$ cat src/design/flpw_pkg.sv
`timescale 1ns / 1ps
// ----------------------------------------------------------------------------
// flpw_pkg: shared types and codes for the flash log page writer
// Item kinds, event codes, controller states and command/status structs.
// ----------------------------------------------------------------------------
package flpw_pkg;

	localparam logic [1:0] KIND_START = 2'd0;
	localparam logic [1:0] KIND_BYTE  = 2'd1;
	localparam logic [1:0] KIND_SYNC  = 2'd2;

	localparam logic [3:0] EV_ADMIT      = 4'd0;
	localparam logic [3:0] EV_REJECT     = 4'd1;
	localparam logic [3:0] EV_STORED     = 4'd2;
	localparam logic [3:0] EV_DROPPED    = 4'd3;
	localparam logic [3:0] EV_ERASE_DONE = 4'd4;
	localparam logic [3:0] EV_PROG_DONE  = 4'd5;
	localparam logic [3:0] EV_ERASE_BUSY = 4'd6;
	localparam logic [3:0] EV_PROG_BUSY  = 4'd7;
	localparam logic [3:0] EV_IDLE       = 4'd8;

	localparam int unsigned CFG_W   = 25;
	localparam int unsigned LEN_W   = 16;
	localparam int unsigned CNT_W   = 13;
	localparam logic [CFG_W-1:0] TOTAL_RESET = 25'd2097152;

	typedef enum logic [2:0] {
		ST_IDLE,
		ST_DECIDE,
		ST_FILL,
		ST_FILL_WAIT,
		ST_EMIT,
		ST_EMIT_WAIT,
		ST_OUT
	} state_t;

	typedef enum logic [1:0] {
		MODE_ERASE   = 2'd0,
		MODE_PROGRAM = 2'd1,
		MODE_RETRY   = 2'd2,
		MODE_IDLE    = 2'd3
	} mode_t;

	typedef struct packed {
		logic latch_item;
		logic do_simple;
		logic do_erase;
		logic fill_start;
		logic fill_step;
		logic fill_write;
		logic emit_start;
		logic emit_read;
		logic emit_load;
		logic emit_next;
		logic commit;
		logic set_retry;
		logic out_valid;
	} cmd_t;

	typedef struct packed {
		logic [1:0] kind;
		logic       erase_cond;
		logic       prog_cond;
		logic       is_retry;
		logic       accepts;
		logic       fill_last;
		logic       emit_last;
		logic       out_taken;
	} sts_t;

endpackage

$ cat src/design/flpw_ctrl.sv
`timescale 1ns / 1ps
// ----------------------------------------------------------------------------
// flpw_ctrl: sequencing controller
// Each item: decide, page fill (program), page emit (program, retry), output.
// ----------------------------------------------------------------------------
module flpw_ctrl (
	input  logic             clk,
	input  logic             arst_n,
	input  logic             in_valid,
	output logic             in_ready,
	input  flpw_pkg::sts_t   sts,
	output flpw_pkg::cmd_t   cmd
);
	flpw_pkg::state_t state_q, state_d;

	always_ff @(posedge clk or negedge arst_n) begin
		if (!arst_n) begin
			state_q <= flpw_pkg::ST_IDLE;
		end else begin
			state_q <= state_d;
		end
	end

	always_comb begin
		state_d = state_q;
		case (state_q)
			flpw_pkg::ST_IDLE: begin
				if (in_valid) state_d = flpw_pkg::ST_DECIDE;
			end
			flpw_pkg::ST_DECIDE: begin
				if (sts.kind != flpw_pkg::KIND_SYNC || sts.erase_cond) begin
					state_d = flpw_pkg::ST_OUT;
				end else if (sts.prog_cond) begin
					state_d = flpw_pkg::ST_FILL;
				end else if (sts.is_retry) begin
					state_d = flpw_pkg::ST_EMIT;
				end else begin
					state_d = flpw_pkg::ST_OUT;
				end
			end
			flpw_pkg::ST_FILL: state_d = flpw_pkg::ST_FILL_WAIT;
			flpw_pkg::ST_FILL_WAIT: begin
				state_d = sts.fill_last ? flpw_pkg::ST_EMIT : flpw_pkg::ST_FILL;
			end
			flpw_pkg::ST_EMIT: state_d = flpw_pkg::ST_EMIT_WAIT;
			flpw_pkg::ST_EMIT_WAIT: state_d = flpw_pkg::ST_OUT;
			flpw_pkg::ST_OUT: begin
				if (sts.out_taken) begin
					if (sts.emit_last) state_d = flpw_pkg::ST_IDLE;
					else state_d = flpw_pkg::ST_EMIT;
				end
			end
			default: state_d = flpw_pkg::ST_IDLE;
		endcase
	end

	always_comb begin
		cmd = '0;
		in_ready = (state_q == flpw_pkg::ST_IDLE);
		case (state_q)
			flpw_pkg::ST_IDLE: cmd.latch_item = in_valid;
			flpw_pkg::ST_DECIDE: begin
				if (sts.kind != flpw_pkg::KIND_SYNC) begin
					cmd.do_simple = 1'b1;
				end else if (sts.erase_cond) begin
					cmd.do_erase = 1'b1;
				end else if (sts.prog_cond) begin
					cmd.fill_start = 1'b1;
				end else if (sts.is_retry) begin
					cmd.emit_start = 1'b1;
					cmd.commit = sts.accepts;
					cmd.set_retry = !sts.accepts;
				end else begin
					cmd.do_simple = 1'b1;
				end
			end
			flpw_pkg::ST_FILL: cmd.fill_step = 1'b1;
			flpw_pkg::ST_FILL_WAIT: begin
				cmd.fill_write = 1'b1;
				cmd.emit_start = sts.fill_last;
				cmd.commit = sts.fill_last && sts.accepts;
				cmd.set_retry = sts.fill_last && !sts.accepts;
			end
			flpw_pkg::ST_EMIT: cmd.emit_read = 1'b1;
			flpw_pkg::ST_EMIT_WAIT: cmd.emit_load = 1'b1;
			flpw_pkg::ST_OUT: begin
				cmd.out_valid = 1'b1;
				cmd.emit_next = sts.out_taken;
			end
			default: ;
		endcase
	end

	a_ready_idle: assert property (@(posedge clk) disable iff (!arst_n)
		in_ready |-> !cmd.out_valid) else $error("ready while result pending");
	a_fill_to_emit: assert property (@(posedge clk) disable iff (!arst_n)
		(state_q == flpw_pkg::ST_FILL) |=> (state_q == flpw_pkg::ST_FILL_WAIT))
		else $error("fill read not followed by write");
	a_decide_after: assert property (@(posedge clk) disable iff (!arst_n)
		cmd.latch_item |=> (state_q == flpw_pkg::ST_DECIDE))
		else $error("item not decided");
endmodule

$ cat config.mk
export PLATFORM = sky130hd
export DESIGN_NAME = flpw_ctrl
export DESIGN_NICKNAME = d
export VERILOG_FILES = /design/src/design/flpw_pkg.sv /design/src/design/flpw_ctrl.sv
export SDC_FILE = /design/constraint.sdc
export NUM_CORES = 1
export LEC_CHECK = 0
export ABC_AREA = 1
export BUFFER_PORTS_ARGS = -buffer_cell sky130_fd_sc_hd__buf_4
export CAP_MARGIN = 15
export CORE_AREA = 2 2 39 41
export CTS_CLUSTER_SIZE = 14
export DETAILED_ROUTE_END_ITERATION = 12
export DIE_AREA = 0 0 41 43
export PLACE_DENSITY = 0.69
export SETUP_SLACK_MARGIN = 0.4
export SYNTH_ARGS = -nofsm -noshare
export SYNTH_HDL_FRONTEND = slang
export SYNTH_SLANG_ARGS = --single-unit
$ cat constraint.sdc
create_clock -name clk -period 3.5 [get_ports clk]
set_clock_uncertainty 0.15 [all_clocks]
set_input_delay 0.7 -clock clk [delete_from_list [all_inputs] [get_ports clk]]
set_output_delay 0.7 -clock clk [all_outputs]
set_load 0.01 [all_outputs]
# Word-level counts from Yosys, hierarchy flattened
# Index checks and enable logic that the tools add are counted.
[classes] reduce_logical=6 muxes=34 eq_ne=9
[ops] op="3-bit 2-to-1 mux" count=7
[ops] op="3-bit one-hot mux with 7 select lines" count=1
[ops] op="1-bit 2-to-1 mux" count=18
[ops] op="2-bit 2-to-1 mux" count=6
[ops] op="3-bit == test (second input constant)" count=3
[ops] op="3-bit by 2-bit == test with 1-bit output (second input constant)" count=2
[ops] op="2-bit inequality test (second input constant)" count=3
[ops] op="2-bit one-hot mux with 2 select lines" count=1
[ops] op="3-bit by 1-bit == test with 1-bit output (second input constant)" count=1
[ops] op="3-bit logical NOT" count=1
[ops] op="1-bit logical AND" count=2
[ops] op="1-bit one-hot mux with 2 select lines" count=1
[ops] op="2-bit AND reduction" count=1
[ops] op="1-bit logical NOT" count=1
[ops] op="1-bit logical OR" count=1
[word_totals] ff_bits=3 elab_cells=50 inputBits=12 output_inout_bits=14

# Longest topological paths before layout
# Gate-level depths: netlist (run 1).
[logic_depth] depth_word=6 depth_mapped=7 ltp_nobuf=7

# Least setup slack after synthesis (run 1)
# Ideal clock, no wire load.
[synth_path] kind="input port to output port" from="input port sts[8] in the netlist's numbering" to="output port cmd[1] in the netlist's numbering" required_ns=2.650 path_stages=6 path_slack_ns=1.214 path_buffers=0 t_arrival_ns=1.436 cell_sequence="inv_1 > nor2_1 > nand3_1 > o21ai_4 > inv_2 > nor2_1"
[synth_lines] item="start, declared" line="flpw_ctrl.sv:11" source="input flpw_pkg::sts_t sts,"
[synth_lines] item="end, declared" line="flpw_ctrl.sv:12" source="output flpw_pkg::cmd_t cmd"

==> results.yml, run 1 <==
die:
  die_w_um: 41
  rows: 14
  core_um2: 1384
  initial_utilization_pct: 25.86
  io_pins: 26
  die_area_um2: 1763
  die_height_um: 43
detailed_routing:
  post_drt_wl_per_cell_um: 7.972
  via_per_inst: 4.123
  drt_first_pass_iters: 4
  drc: 0
  vias: 437
  drtIter0Drc: 7
  drt_wl_total_um: 845
  postRouteAntennaNets: 0
finish:
  largest-register: "state_q"
  fillers: 158
  drive_gt1_share_pct: 41.11
  syn_to_final_growth_pct: 62.24
  reg_top3: "state_q: 3 flops"
  finalNonFillerCells: 106
  num_antenna_cells: 0
  nets: 103
  postLayoutCellArea_um2: 580.6
  largest_reg_flops: 3
sta:
  max-slew-margin-rel_pct: 77.34
  setup_violations: 0
  setup-tns-final_ps: 0
  fmax_ghz: 0.4046
  tightestPinTransition_ps: 339.9
  rsz0062_at_grt: "no"
  fin_crit_ps: 2472
  finalHoldViolCount: 0
  slew_violations: 0
  post-route-period-util_pct: 70.62
setup_path:
  critPathMaxStageDelay_ps: 220
  path_max_fanout: 4
  arrival_ps: 1620
  rr_worst_depth: 5
  rr_endpoint: "state_q[2]$_DFFE_PN0P_"
  start_kind: "input port"
  r2r_slack_ps: 2130
  path_cells: "buf_4 -> nor2_1 -> nand3_1 -> o21ai_4 -> inv_2 -> nor2_1 -> buf_4"
  path_class: "in2out"
  crit-reg2reg-launch: "state_q[0]$_DFFE_PN0P_"
  end_kind: "output port"
  cp_slowest_cell: "nor2_1"
  worstPathRequired_ps: 2650
global_route:
  grt_overflow: 0
  grt_start_max_net_pins: 10
  track_usage_pct: 11.08
  grt_pass1_vias: 361
  grt_pass1_wl_um: 1317
  antenna_found_initial: 0
power_and_ir_drop:
  power.leakage_uw: 0.0003557
  ir_drop_uv: 278.4
  power.density_nw_per_um2: 677.9
  intPower_uw: 205.5
  power.clock.fraction_pct: 15.2
  p_sw_uw: 188.0
  p_comb_share_pct: 61.1
  power.share.sequential_pct: 23.7
  swShare_pct: 47.77
  power_uw: 393.6
worst_hold_path:
  min_path_type: "in2async"
job:
  drv_cap: 0
synthesis:
  synthArstFlopShare_pct: 100.0
  synth_area_leaders: "dfrtp_1 21%, inv_1 14%, nand2_1 13%"
  syn_inst: 62
  synth.avg_cell_area_um2: 5.772
  synth_edf_count: 0
  synth_warnings: 0
  synth_most_common_cell: "inv_1"
  yosysTopAreaCell: "dfrtp_1"
  yosys_register_bits: 3
  syn-cell-area_um2: 357.8
  syn_nets: 74
  ys_top_cells_by_count: "13 x inv_1, 12 x nand2_1, 12 x nor2_1, 6 x nand3_1"
  synth.distinct_cells: 15
  synth_ff_type: "dfrtp_1"
  yosysSeqAreaShare_pct: 20.98
  yosysTopAreaCellShare_pct: 20.98
placement:
  placed_cells: 102
  placement.io_buffers: 25
  placed_area_um2: 554.3
  dp_hpwl_um: 702.8
  gp_congestion: 0.7693
clocking:
  cts_root_buf: "clkbuf_4"
  numCtsBuffers: 3
  post_cts_buffers: 0
  cts_tree: "yes"
  cts_resized: 0
  clock-sinks: 3
  cts_htree_levels: 1
  cts.clk_slew.worst_paths_ps: 40
  cts_buffer_depth: 2
  hold_buffers: 0
  clock_latency_ps: 230
status:
  run_status: "completed"
-- through the flow --
stage	hold WS (ps)	util, %	setup WS [ps]
2_1_floorplan	254.4	-	1214
3_3_place_gp	339.4	40.05	1079
3_5_place_dp	339.5	40.05	1026
4_1_cts	89.99	41.95	1016
5_1_grt	91.67	41.95	868.0
6_report	99.21	41.95	1028
-- cell type report --
class	count	area, um2	area share [%]
Multi-Input combinational cell	42	211.5	36.42
Clock buffer	4	26.28	4.526
Sequential cell	3	75.07	12.93
Timing Repair Buffer	25	187.7	32.33
Tap cell	16	20.02	3.448
Inverter	16	60.06	10.34
-- layer usage --
layer	wire (um)	GRT usage (%)	part of all wire, %	vias up
met5	0	0	0	-
met4	0	8.000	0	0
met3	54	3.141	6.4	0
met2	401	16.25	47	13
met1	389	12.99	46	182
li1	-	-	-	242
-- cell usage in the layout (no fill, tap or decap) --
master,instances
a21oi_1,2
buf_4,25
clkbuf_1,1
clkbuf_4,3
dfrtp_1,3
inv_1,13
inv_2,3
nand2_1,12
nand2_2,3
nand3_1,6
nand4_1,1
nor2_1,12
nor2_4,2
nor3_1,1
o21ai_0,1
o21ai_4,1
o21bai_1,1
-- worst max path at each step --
stage / end / start / slack (ps)
2_1_floorplan: cmd[1] / sts[8] / 1210
5_1_grt: cmd[1] / sts[7] / 870
3_5_place_dp: cmd[2] / sts[7] / 1030
6_report: cmd[1] / sts[7] / 1030
4_1_cts: cmd[2] / sts[7] / 1020
3_3_place_gp: cmd[1] / sts[7] / 1080
-- critical path, delay by kind of cell --
family | cells | cell delay [ps]
and+or+nand+nor | 3 | 480
buffers and inverters | 3 | 280
AOI/OAI and AO/OA | 1 | 170
-- power by group through the flow --
stage	logic [uW]	registers [uW]	clock network, uW
global placement	242	94.1	0
finish	241	93.3	59.7
detailed placement	243	94.7	0
floorplan	180	73.8	0
global route	271	99.1	63.8
CTS	244	94.5	63.4
-- kinds of logic after synthesis --
group	Yosys count	share of synthesized area, %
flip-flops	3	20.98
buffers and inverters	17	19.93
AND/OR/NAND/NOR	37	48.25
AO/OA/AOI/OAI	5	10.84
Note: power is estimated with default switching activity, not from simulation.
==> run 2: changes to the inputs <==
==> constraint.sdc (replaced) <==
create_clock -name clk -period 2.57 [get_ports clk]
set_clock_uncertainty 0.15 [all_clocks]
set_input_delay 0.514 -clock clk [delete_from_list [all_inputs] [get_ports clk]]
set_output_delay 0.514 -clock clk [all_outputs]
set_load 0.01 [all_outputs]
==> run 2 against run 1 <==
  * Clock power up 36%
  * Global-route usage is 0.10 points higher
  * Via count rose by 2.3%
  * Critical path type is now reg2out
  * Largest cell class unchanged
  * Highest routed layer unchanged
==> results.yml, run 2 (synthesized netlist as in run 1, its figures left out) <==
die:
  die_w_um: 41
  io_pins: 26
  initial_utilization_pct: 25.86
  die_area_um2: 1763
  die_height_um: 43
  rows: 14
  core_um2: 1384
detailed_routing:
  met1Wirelength_um: 396
  post_drt_wl_per_cell_um: 8.028
  via_per_inst: 4.139
  drt_first_pass_iters: 4
  drc: 0
  vias: 447
  top_layer: "met3"
  drtIter0Drc: 7
  drt_wl_total_um: 867
  wl_met2_um: 416
  postRouteAntennaNets: 0
  wl_met3_um: 54
clocking:
  clock-sinks: 3
  numCtsBuffers: 3
  cts_root_buf: "clkbuf_4"
  cts_buffer_depth: 2
  cts.clk_slew.worst_paths_ps: 40
  cts_htree_levels: 1
  clock_latency_ps: 230
  cts_tree: "yes"
global_route:
  grt_overflow: 0
  track_usage_pct: 11.18
  grt_start_max_net_pins: 10
  grt_pass1_wl_um: 1331
  antenna_found_initial: 0
  grt_pass1_vias: 363
finish:
  nets: 105
  num_antenna_cells: 0
  final_cell_mix: "26 x buf_4, 13 x inv_1, 12 x nand2_1, 11 x nor2_1, 6 x nand3_1"
  syn_to_final_growth_pct: 68.53
  drive_gt1_share_pct: 44.57
  reg_top3: "state_q: 3 flops"
  multi_input_area_um2: 214.0
  fillers: 155
  largest-register: "state_q"
  final_common_cell: "buf_4"
  largest_reg_flops: 3
  ff_latch_area_um2: 77.57
sta:
  setup-tns-final_ps: 0
  finalHoldViolCount: 0
  post-route-period-util_pct: 78.78
  rsz0062_at_grt: "no"
  fin_crit_ps: 2025
  max-slew-margin-rel_pct: 82.23
  slew_violations: 0
  fin_ws_ps: 545.4
  fmax_ghz: 0.4939
  setup_violations: 0
  tightestPinTransition_ps: 266.6
setup_path:
  start_kind: "flop"
  arrival_ps: 1360
  path_class: "reg2out"
  worstPathRequired_ps: 1910
  path_max_fanout: 9
  end_kind: "output port"
status:
  run_status: "completed"
power_and_ir_drop:
  power.leakage_uw: 0.0003625
  power.density_nw_per_um2: 918.5
  ir_drop_uv: 393.3
placement:
  gp_congestion: 0.7693
  placement.io_buffers: 25
  post-place-ws_ps: 468.1
  dp_hpwl_um: 702.8
job:
  drv_cap: 0
worst_hold_path:
  min_path_type: "in2reg"
[run 2: changes by cell type in the layout (fill, tap and decap cells not counted)]
cell	change
nor2_1	-1
dfrtp_1	-2
dlygate4sd3_1	+1
buf_4	+1
nor2_2	+1
dfrtp_2	+2
[run 2: layer usage]
| layer | vias up | GRT usage [%] |
|---|---|---|
| met2 | 13 | 15.94 |
| met4 | 0 | 8.000 |
| met3 | 0 | 3.141 |
| met1 | 188 | 13.64 |
| met5 | - | 0 |
| li1 | 246 | - |
[run 2: path summary, 6_finish.rpt]
path	start	endpoint	slack (ps)	cells after the start
max in group asynchronous	arst_n	state_q[2]$_DFFE_PN0P_	1710	2
max reg2reg	state_q[2]$_DFFE_PN0P_	state_q[2]$_DFFE_PN0P_	1180	6
min reg2reg	state_q[0]$_DFFE_PN0P_	state_q[2]$_DFFE_PN0P_	540	3
max	state_q[0]$_DFFE_PN0P_	cmd[2]	550	7
min	sts[0]	state_q[2]$_DFFE_PN0P_	420	4
min in group asynchronous	arst_n	state_q[0]$_DFFE_PN0P_	460	2
[run 2: layout make-up]
| class | instances | area share, % |
|---|---|---|
| Multi-Input combinational cell | 42 | 35.48 |
| Inverter | 16 | 9.959 |
| Sequential cell | 3 | 12.86 |
| Clock buffer | 4 | 4.357 |
| Tap cell | 16 | 3.320 |
| Timing Repair Buffer | 27 | 34.02 |
[run 2: report_power, final]
group / leakage, uW / internal, uW / switching [uW]
clock network: 0.0000150 / 58.1 / 23.3
logic: 0.000313 / 160 / 189
registers: 0.0000343 / 75.8 / 47.4
total: 0.000362 / 294 / 260
[run 2: through the flow]
stage / instance area, um2 / std cells / hold WS [ps] / power [uW] / util (%)
after detailed placement: 554.3 / 102 / 153.5 / 459.7 / 40.05
after floorplan: 357.8 / 62 / 68.41 / 345.0 / -
after global placement: 554.3 / 102 / 153.4 / 458.3 / 40.05
final: 603.1 / 108 / 423.9 / 553.9 / 43.58
after CTS: 590.6 / 107 / 414.2 / 548.2 / 42.68
after global routing: 603.1 / 108 / 447.8 / 608.4 / 43.58
[run 2: worst max-delay path, cell delays in order, from the launching register on]
cell and delay, ps:
dfrtp_2 460, nand2_2 90, nor2_4 110, inv_2 70
o21ai_4 150, inv_2 40, nor2_1 80, buf_4 120
[run 2: timing repair]
item                                    in CTS  in global routing
buffers inserted                             0                  1
hold buffers                                 1                  0
endpoints found under the setup margin       0                  2
endpoints found under the hold margin        3                  0
gates resized for setup                      0                  3
